==> config.mk <==
export PLATFORM = sky130hd
export DESIGN_NAME = counter_credit_task_picker_top
export DESIGN_NICKNAME = d
export VERILOG_FILES = /design/src/rtl/ccp_pkg.sv /design/src/rtl/ccp_ctrl.sv /design/src/rtl/ccp_dpath.sv /design/src/rtl/counter_credit_task_picker_top.sv
export SDC_FILE = /design/constraint.sdc
export NUM_CORES = 2
export LEC_CHECK = 0
export BUFFER_PORTS_ARGS = -buffer_cell sky130_fd_sc_hd__clkbuf_2
export CAP_MARGIN = 10
export CORE_MARGIN = 4
export CORE_UTILIZATION = 45
export DETAILED_ROUTE_END_ITERATION = 8
export HOLD_SLACK_MARGIN = 0.06
export PLACE_DENSITY = 0.6
export SYNTH_ARGS = -nofsm -noshare
export SYNTH_HDL_FRONTEND = slang
export SYNTH_HIERARCHICAL = 1
export SYNTH_SLANG_ARGS = --single-unit
==> constraint.sdc <==
create_clock -name i_clk -period 5.8 [get_ports i_clk]
set_input_delay 1.74 -clock i_clk [delete_from_list [all_inputs] [get_ports i_clk]]
set_output_delay 1.74 -clock i_clk [all_outputs]
set_load 0.05 [all_outputs]
==> src/rtl/ccp_pkg.sv <==
`default_nettype none
// ----------------------------------------------------------------------------
// ccp_pkg: shared types and constants of the credit task picker
// Table size, field widths, command and state codes, controller/datapath
// command and status bundles, and the priority clamp.
// ----------------------------------------------------------------------------
package ccp_pkg;

    localparam int NUM_TASKS = 64;
    localparam int TI_W      = $clog2(NUM_TASKS);
    localparam int CNT_W     = $clog2(NUM_TASKS + 1);

    localparam int TASK_W    = 6;
    localparam int PRIO_W    = 6;
    localparam int CREDIT_W  = 7;

    localparam logic [PRIO_W-1:0] PRIO_MIN = PRIO_W'(1);
    localparam logic [PRIO_W-1:0] PRIO_MAX = PRIO_W'(35);

    typedef enum logic [1:0] {
        CMD_WRITE = 2'd0,
        CMD_WAKE  = 2'd1,
        CMD_TICK  = 2'd2,
        CMD_SCHED = 2'd3
    } t_cmd;

    typedef enum logic [2:0] {
        ST_IDLE,
        ST_DECODE,
        ST_WAKE,
        ST_TICK,
        ST_SCAN,
        ST_CHOOSE,
        ST_RELOAD,
        ST_FINISH
    } t_state;

    typedef struct packed {
        logic load;         // latch the accepted item
        logic wr_entry;     // load one table entry
        logic wake_set;     // update runnable flag, issue credit reads
        logic wake_cmp;     // compare woken credit with the running one
        logic tick_wr;      // write back the running task's credit
        logic scan_init;
        logic scan_step;
        logic reload_init;
        logic reload_step;
        logic finish;       // commit and load the output register
    } t_dp_ctl;

    typedef struct packed {
        t_cmd cmd;
        logic cnt_end;
        logic reload_need;
        logic out_free;
    } t_dp_sts;

    function automatic logic [PRIO_W-1:0] clamp_prio(input logic [PRIO_W-1:0] p);
        logic [PRIO_W-1:0] r;
        r = p;
        if (p < PRIO_MIN) begin
            r = PRIO_MIN;
        end else if (p > PRIO_MAX) begin
            r = PRIO_MAX;
        end
        return r;
    endfunction

endpackage
`default_nettype wire

==> src/rtl/ccp_ctrl.sv <==
`default_nettype none
// ----------------------------------------------------------------------------
// ccp_ctrl: command sequencer
// Walks each item through decode, memory access, the scan and reload passes
// and the final commit.
// ----------------------------------------------------------------------------
module ccp_ctrl
    import ccp_pkg::*;
(
    input  wire logic    i_clk,
    input  wire logic    i_rst_n,
    input  wire logic    i_valid,
    output logic         o_ready,
    input  wire t_dp_sts i_sts,
    output t_dp_ctl      o_ctl
);

    t_state r_state;
    t_state n_state;

    always_ff @(posedge i_clk) begin
        if (!i_rst_n) begin
            r_state <= ST_IDLE;
        end else begin
            r_state <= n_state;
        end
    end

    always_comb begin
        n_state = r_state;
        unique case (r_state)
            ST_IDLE: begin
                if (i_valid) n_state = ST_DECODE;
            end
            ST_DECODE: begin
                unique case (i_sts.cmd)
                    CMD_WRITE: n_state = ST_FINISH;
                    CMD_WAKE:  n_state = ST_WAKE;
                    CMD_TICK:  n_state = ST_TICK;
                    CMD_SCHED: n_state = ST_SCAN;
                    default:   n_state = ST_FINISH;
                endcase
            end
            ST_WAKE:   n_state = ST_FINISH;
            ST_TICK:   n_state = ST_FINISH;
            ST_SCAN: begin
                if (i_sts.cnt_end) n_state = ST_CHOOSE;
            end
            ST_CHOOSE: n_state = i_sts.reload_need ? ST_RELOAD : ST_FINISH;
            ST_RELOAD: begin
                if (i_sts.cnt_end) n_state = ST_FINISH;
            end
            ST_FINISH: begin
                if (i_sts.out_free) n_state = ST_IDLE;
            end
            default:   n_state = ST_IDLE;
        endcase
    end

    always_comb begin
        o_ctl   = '0;
        o_ready = 1'b0;
        unique case (r_state)
            ST_IDLE: begin
                o_ready  = 1'b1;
                o_ctl.load = i_valid;
            end
            ST_DECODE: begin
                unique case (i_sts.cmd)
                    CMD_WRITE: o_ctl.wr_entry  = 1'b1;
                    CMD_WAKE:  o_ctl.wake_set  = 1'b1;
                    CMD_SCHED: o_ctl.scan_init = 1'b1;
                    default:   o_ctl = '0;   // tick: credit read only
                endcase
            end
            ST_WAKE:   o_ctl.wake_cmp  = 1'b1;
            ST_TICK:   o_ctl.tick_wr   = 1'b1;
            ST_SCAN:   o_ctl.scan_step = 1'b1;
            ST_CHOOSE: o_ctl.reload_init = i_sts.reload_need;
            ST_RELOAD: o_ctl.reload_step = 1'b1;
            ST_FINISH: o_ctl.finish    = i_sts.out_free;
            default:   o_ctl = '0;
        endcase
    end

endmodule
`default_nettype wire

==> src/rtl/ccp_dpath.sv <==
`default_nettype none
// ----------------------------------------------------------------------------
// ccp_dpath: task table and scheduling datapath
// Flag vectors, credit and priority memories, scan counter, best-candidate
// tracking and the output register.
// ----------------------------------------------------------------------------
module ccp_dpath
    import ccp_pkg::*;
(
    input  wire logic                i_clk,
    input  wire logic                i_rst_n,
    input  wire t_dp_ctl             i_ctl,
    output t_dp_sts                  o_sts,
    input  wire logic [1:0]          i_command,
    input  wire logic [TASK_W-1:0]   i_task_index,
    input  wire logic                i_present,
    input  wire logic                i_runnable,
    input  wire logic [PRIO_W-1:0]   i_priority_req,
    input  wire logic [CREDIT_W-1:0] i_initial_credit,
    input  wire logic                i_out_ready,
    output logic                     o_out_valid,
    output logic [TASK_W-1:0]        o_current_task,
    output logic                     o_need_resched,
    output logic                     o_switched,
    output logic                     o_credits_reloaded
);

    localparam logic [CNT_W-1:0] CNT_END = CNT_W'(NUM_TASKS);

    // latched item
    t_cmd                r_cmd;
    logic [TASK_W-1:0]   r_idx;
    logic                r_pres;
    logic                r_run;
    logic [PRIO_W-1:0]   r_prio;
    logic [CREDIT_W-1:0] r_credit;

    // table
    logic [NUM_TASKS-1:0] r_present;
    logic [NUM_TASKS-1:0] r_runnable;
    logic [CREDIT_W-1:0]  credit_mem [NUM_TASKS];
    logic [PRIO_W-1:0]    prio_mem   [NUM_TASKS];
    logic [CREDIT_W-1:0]  r_rd_a;
    logic [CREDIT_W-1:0]  r_rd_b;
    logic [PRIO_W-1:0]    r_rd_prio;

    logic [TI_W-1:0]      r_running;
    logic                 r_resched;
    logic                 r_wake_hit;

    // scan state
    logic [CNT_W-1:0]     r_cnt;
    logic                 r_pv;
    logic [TI_W-1:0]      r_pidx;
    logic                 r_found;
    logic [CREDIT_W-1:0]  r_best;
    logic [TI_W-1:0]      r_best_idx;
    logic                 r_reloaded;

    logic                 r_out_valid;

    logic                 in_table;
    logic [TI_W-1:0]      tidx;
    logic                 cnt_end;
    logic                 stepping;
    logic [TI_W-1:0]      addr_a;
    logic                 wr_en;
    logic [TI_W-1:0]      wr_addr;
    logic [CREDIT_W-1:0]  wr_data;
    logic                 tick_zero;
    logic                 cand;
    logic [CREDIT_W-1:0]  reload_val;

    assign in_table = (int'(r_idx) < NUM_TASKS);
    assign tidx     = TI_W'(r_idx);
    assign cnt_end  = (r_cnt == CNT_END);
    assign stepping = i_ctl.scan_step || i_ctl.reload_step;

    always_comb begin
        if (stepping) begin
            addr_a = r_cnt[TI_W-1:0];
        end else if (r_cmd == CMD_WAKE) begin
            addr_a = tidx;
        end else begin
            addr_a = r_running;
        end
    end

    assign tick_zero  = (r_running == '0) || (r_rd_a <= CREDIT_W'(1));
    assign cand       = r_pv && r_present[r_pidx] && r_runnable[r_pidx]
                        && (!r_found || (r_rd_a > r_best));
    assign reload_val = {1'b0, r_rd_a[CREDIT_W-1:1]} + CREDIT_W'(r_rd_prio);

    always_comb begin
        wr_en   = 1'b0;
        wr_addr = r_running;
        wr_data = '0;
        if (i_ctl.wr_entry) begin
            wr_en   = in_table;
            wr_addr = tidx;
            wr_data = r_credit;
        end else if (i_ctl.tick_wr) begin
            wr_en   = 1'b1;
            wr_addr = r_running;
            wr_data = tick_zero ? '0 : r_rd_a - CREDIT_W'(1);
        end else if (i_ctl.reload_step) begin
            wr_en   = r_pv && r_present[r_pidx];
            wr_addr = r_pidx;
            wr_data = reload_val;
        end
    end

    // credit memory: one write port, two registered read ports
    always_ff @(posedge i_clk) begin
        if (wr_en) credit_mem[wr_addr] <= wr_data;
        r_rd_a <= credit_mem[addr_a];
        r_rd_b <= credit_mem[r_running];
    end

    always_ff @(posedge i_clk) begin
        if (i_ctl.wr_entry && in_table) prio_mem[tidx] <= clamp_prio(r_prio);
        r_rd_prio <= prio_mem[addr_a];
    end

    always_ff @(posedge i_clk) begin
        if (i_ctl.load) begin
            r_idx    <= i_task_index;
            r_pres   <= i_present;
            r_run    <= i_runnable;
            r_prio   <= i_priority_req;
            r_credit <= i_initial_credit;
        end
        if (i_ctl.wake_set) begin
            r_wake_hit <= in_table && r_present[tidx] && r_run && !r_runnable[tidx];
        end
    end

    always_ff @(posedge i_clk) begin
        if (!i_rst_n) begin
            r_cmd       <= CMD_WRITE;
            r_present   <= '0;
            r_runnable  <= '0;
            r_running   <= '0;
            r_resched   <= 1'b0;
            r_cnt       <= '0;
            r_pv        <= 1'b0;
            r_pidx      <= '0;
            r_found     <= 1'b0;
            r_best      <= '0;
            r_best_idx  <= '0;
            r_reloaded  <= 1'b0;
            r_out_valid <= 1'b0;
        end else begin
            if (i_ctl.load) r_cmd <= t_cmd'(i_command);

            if (i_ctl.wr_entry && in_table) begin
                r_present[tidx]  <= r_pres;
                r_runnable[tidx] <= r_run;
            end

            if (i_ctl.wake_set && in_table && r_present[tidx]) begin
                r_runnable[tidx] <= r_run;
            end

            if (i_ctl.wake_cmp && r_wake_hit && (r_rd_a > r_rd_b)) r_resched <= 1'b1;
            if (i_ctl.tick_wr && tick_zero) r_resched <= 1'b1;

            if (i_ctl.scan_init || i_ctl.reload_init) begin
                r_cnt <= CNT_W'(1);
                r_pv  <= 1'b0;
            end else if (stepping) begin
                r_pv   <= !cnt_end;
                r_pidx <= r_cnt[TI_W-1:0];
                if (!cnt_end) r_cnt <= r_cnt + CNT_W'(1);
            end

            if (i_ctl.scan_init) begin
                r_resched  <= 1'b0;
                r_found    <= 1'b0;
                r_best     <= '0;
                r_best_idx <= '0;
                r_reloaded <= 1'b0;
            end else if (i_ctl.scan_step && cand) begin
                r_found    <= 1'b1;
                r_best     <= r_rd_a;
                r_best_idx <= r_pidx;
            end

            if (i_ctl.reload_init) r_reloaded <= 1'b1;

            if (i_ctl.finish) begin
                r_out_valid <= 1'b1;
                if (r_cmd == CMD_SCHED) r_running <= r_best_idx;
            end else if (i_out_ready) begin
                r_out_valid <= 1'b0;
            end
        end
    end

    // output payload
    always_ff @(posedge i_clk) begin
        if (i_ctl.finish) begin
            o_need_resched <= r_resched;
            if (r_cmd == CMD_SCHED) begin
                o_current_task     <= TASK_W'(r_best_idx);
                o_switched         <= (r_best_idx != r_running);
                o_credits_reloaded <= r_reloaded;
            end else begin
                o_current_task     <= TASK_W'(r_running);
                o_switched         <= 1'b0;
                o_credits_reloaded <= 1'b0;
            end
        end
    end

    assign o_out_valid       = r_out_valid;
    assign o_sts.cmd         = r_cmd;
    assign o_sts.cnt_end     = cnt_end;
    assign o_sts.reload_need = r_found && (r_best == '0);
    assign o_sts.out_free    = !r_out_valid || i_out_ready;

endmodule
`default_nettype wire

==> src/rtl/counter_credit_task_picker_top.sv <==
`default_nettype none
// ----------------------------------------------------------------------------
// counter_credit_task_picker_top: credit based task picker
// Takes one command item at a time and returns one result item for each.
// ----------------------------------------------------------------------------
// One command is in flight at a time; the input is ready again as soon as the
// sequencer is back in idle, even while the last result waits to be taken.
// Wake and tick make one registered read of the credit memory, then compare
// or write back. A schedule runs a scan pass and, when all credits are
// reloaded, a reload pass; its length is set by the credit memory read port,
// which visits entries 1 .. NUM_TASKS-1 one per cycle in the scan and again
// in the reload pass.
// Entries never written read back as undefined credit and priority.
module counter_credit_task_picker_top
    import ccp_pkg::*;
(
    input  wire logic                i_clk,
    input  wire logic                i_rst_n,
    input  wire logic                i_valid,
    output logic                     o_ready,
    input  wire logic [1:0]          i_command,
    input  wire logic [TASK_W-1:0]   i_task_index,
    input  wire logic                i_present,
    input  wire logic                i_runnable,
    input  wire logic [PRIO_W-1:0]   i_priority_req,
    input  wire logic [CREDIT_W-1:0] i_initial_credit,
    output logic                     o_valid,
    input  wire logic                i_ready,
    output logic [TASK_W-1:0]        o_current_task,
    output logic                     o_need_resched,
    output logic                     o_switched,
    output logic                     o_credits_reloaded
);

    t_dp_ctl ctl;
    t_dp_sts sts;

    ccp_ctrl u_ctrl (
        .i_clk   (i_clk),
        .i_rst_n (i_rst_n),
        .i_valid (i_valid),
        .o_ready (o_ready),
        .i_sts   (sts),
        .o_ctl   (ctl)
    );

    ccp_dpath u_dpath (
        .i_clk              (i_clk),
        .i_rst_n            (i_rst_n),
        .i_ctl              (ctl),
        .o_sts              (sts),
        .i_command          (i_command),
        .i_task_index       (i_task_index),
        .i_present          (i_present),
        .i_runnable         (i_runnable),
        .i_priority_req     (i_priority_req),
        .i_initial_credit   (i_initial_credit),
        .i_out_ready        (i_ready),
        .o_out_valid        (o_valid),
        .o_current_task     (o_current_task),
        .o_need_resched     (o_need_resched),
        .o_switched         (o_switched),
        .o_credits_reloaded (o_credits_reloaded)
    );

endmodule
`default_nettype wire

==> impl_metrics.env <==
export IMPL_regToRegEndpoint="u_dpath/r_rd_a[4]"
export IMPL_outcome="finished clean"
export IMPL_initial_utilization=0.455
export IMPL_power_density_nw_per_um2=450
export IMPL_synth_ff_type="edfxtp_1"
export IMPL_syn_inst=3711
export IMPL_grt_max_degree=114
export IMPL_route_vias_total=32887
export IMPL_leakage_uw=0.0185
export IMPL_final_cell_count_no_fill=5210
export IMPL_slew_limit_headroom=0.195
export IMPL_drive_gt1_frac=0.165
export IMPL_cap_violations=0
export IMPL_clockRootBuffer="clkbuf_16"
export IMPL_ys_warn_count=6
export IMPL_detail_route_wl_per_cell_um=28.3
export IMPL_min_path_cells=0
export IMPL_fin_nets=3771
export IMPL_wl_um=148000
export IMPL_grt_usage=0.256
export IMPL_cts_buffers=109
export IMPL_reg2reg_depth=10
export IMPL_io_buffers=37
export IMPL_path_max_fanout=52
export IMPL_cts_max_level=3
export IMPL_synth_distinct_cells=84
export IMPL_total_power_uw=24600
export IMPL_hold_path_class="reg -> reg"
export IMPL_syn_nets=3768
export IMPL_pin_count=38
export IMPL_floorplan_rows=120
export IMPL_fin_tns_setup_ps=0
export IMPL_ctsHoldBuffers=0
export IMPL_cp_data_arrival_time_ps=5470
export IMPL_setup_viol=0
export IMPL_core_area_um2=107000
export IMPL_vdd_drop_max_mv=0.294
export IMPL_most_common_layout_cells="863 x edfxtp_1, 593 x nand2_1, 241 x mux2i_1"
export IMPL_drc=0
export IMPL_critPathCaptureType="flop"
export IMPL_rrSetupSlack_ps=920
export IMPL_hpwl_um=94800
export IMPL_dieArea_um2=114000
export IMPL_post_cts_buffers=0
export IMPL_hold_viol_final=0
export IMPL_required_ps=6390
export IMPL_dr_pass1_iters=5
export IMPL_antenna_found_initial=3
export IMPL_hold_end="u_dpath/o_need_resched"
export IMPL_cts_sinks=1053
export IMPL_die_y_um=337
export IMPL_hp_start="u_dpath/r_resched"
export IMPL_worstSetupPathType="reg -> reg"
export IMPL_die_w_um=337
export IMPL_overflow=0
export IMPL_synth_edf_count=863
export IMPL_worst_slew_pin_slew_ps=1180
export IMPL_clock_path_buffers=3
export IMPL_antenna_cells=0
export IMPL_first_iter_violations=3629
export IMPL_globalplace_congestion=0.854
export IMPL_grt_pass1_wl_um=216000
export IMPL_r2r_start="u_ctrl/r_state[0]"
export IMPL_dp_cells=5005
export IMPL_synth_seq_area_share=0.608
export IMPL_clk_transition_reported_paths_ps=60
export IMPL_first_global_vias=31477
export IMPL_worst_setup_path_start_kind="flop"
export IMPL_drv_slew=0
export IMPL_final_common_cell="edfxtp_1"
export IMPL_rsz0062_at_grt="no"
export IMPL_syn_area_um2=48800
export IMPL_n_fill_cell=9074
export IMPL_cts_tree="done"
export IMPL_min_period_ps=4880
export IMPL_syn_to_final_growth_pct=12.0
export IMPL_skew_ps=34.4
export IMPL_clk_latency_ps=710
export IMPL_detail_route_antenna_nets=0
export IMPL_async_flop_share=0
export IMPL_fmax_ghz=0.205
export IMPL_fin_crit_sh=0.841
export IMPL_post_cts_resized=0
export IMPL_via_per_inst=6.31
export IMPL_syn_avg_cell_area_um2=13.2
export IMPL_ys_seq_elements=1053
-- cell usage after synthesis, types with 30 or more instances --
library cell | n | area (µm²)
a221oi_1 | 35 | 307
o21ai_0 | 118 | 591
nor3_1 | 74 | 370
dfxtp_1 | 190 | 3800
nand3_1 | 95 | 475
mux2i_1 | 241 | 2410
a21oi_1 | 71 | 355
nor2b_1 | 32 | 200
o31ai_1 | 64 | 480
and3_1 | 60 | 375
o22ai_1 | 53 | 332
a211oi_1 | 32 | 240
clkbuf_1 | 186 | 698
nor3b_1 | 30 | 225
edfxtp_1 | 863 | 25900
o211ai_1 | 62 | 465
a311oi_1 | 79 | 692
a21boi_0 | 65 | 488
nand2_1 | 594 | 2230
buf_2 | 63 | 315
nor2_1 | 116 | 435
mux4_2 | 181 | 4080
inv_1 | 33 | 124
-- through the flow --
stage / util / hold slack [ps] / worst slack (ps) / instance area [µm²]
floorplan: - / 403 / 446 / 48800
global placement: 0.474 / 431 / 950 / 50900
detailed placement: 0.474 / 426 / 937 / 50900
CTS: 0.509 / 436 / 934 / 54700
global route: 0.510 / 440 / 765 / 54700
finish: 0.510 / 434 / 925 / 54700
-- worst max-delay path: stages, from the launching register on --
cell,delay [ps]
dfxtp_1,560
nor2_1,170
or2_1,480
a211oi_4,360
or2_4,720
buf_4,390
mux2i_1,230
o22ai_1,90
a2111oi_0,1040
a221oi_1,320
a31o_1,260
-- registers in the layout, indices dropped and copies added (netlist names), 7 cells and up --
register            count
u_dpath/r_credit        7
u_dpath/prio_mem      384
u_dpath/r_present      64
u_dpath/credit_mem    448
u_dpath/r_best          7
u_dpath/r_cnt           7
u_dpath/r_rd_a          7
u_dpath/r_runnable     64
u_dpath/r_rd_b          7
-- metal layers --
metal | GRT usage | part of all wire | vias to the layer above
li1 | - | - | 14407
met1 | 0.354 | 0.41 | 16705
met2 | 0.415 | 0.47 | 1475
met3 | 0.0369 | 0.073 | 298
met4 | 0.0931 | 0.040 | 2
met5 | 0 | 0.000088 | -
-- layout make-up --
class                      count  area, µm²  area share
tap                         1403       1760      0.0321
multi-input combinational   2310      17700       0.324
clock inverter                64        826      0.0151
clock buffer                 140       2980      0.0544
sequential                  1053      29700       0.543
inverter                      36        135     0.00247
timing repair buffer         204       1540      0.0281
-- power breakdown --
| group | switching (µW) | total, µW | leakage (µW) | internal (µW) |
|---|---|---|---|---|
| sequential | 284 | 9220 | 0.00941 | 8930 |
| clock | 3030 | 7420 | 0.00184 | 4390 |
| combinational | 5510 | 7950 | 0.00726 | 2450 |
-- how the worst max path moves through the flow --
stage	from	endpoint	slack [ps]	cells after the start
6_report	u_ctrl/r_state[0]	u_dpath/r_rd_a[4]	920	10
5_1_grt	u_ctrl/r_state[0]	u_dpath/r_rd_prio[3]	770	10
4_1_cts	u_ctrl/r_state[0]	u_dpath/r_rd_a[4]	930	10
3_5_place_dp	u_ctrl/r_state[0]	u_dpath/r_rd_a[4]	940	10
3_3_place_gp	u_ctrl/r_state[0]	u_dpath/r_rd_a[3]	950	10
2_1_floorplan	u_dpath/r_running[0]	u_dpath/credit_mem[0][1]	450	8
-- cell families after synthesis --
| family | count (synthesis) | synth area share |
|---|---|---|
| mux | 440 | 0.138 |
| simple gates | 1103 | 0.103 |
| xor+xnor | 19 | 0.00341 |
| fa+ha+maj | 30 | 0.00784 |
| buf+inv | 348 | 0.0319 |
| compound gates | 718 | 0.107 |
| flops | 1053 | 0.608 |
No activity file was read; power rests on OpenSTA's default activity.
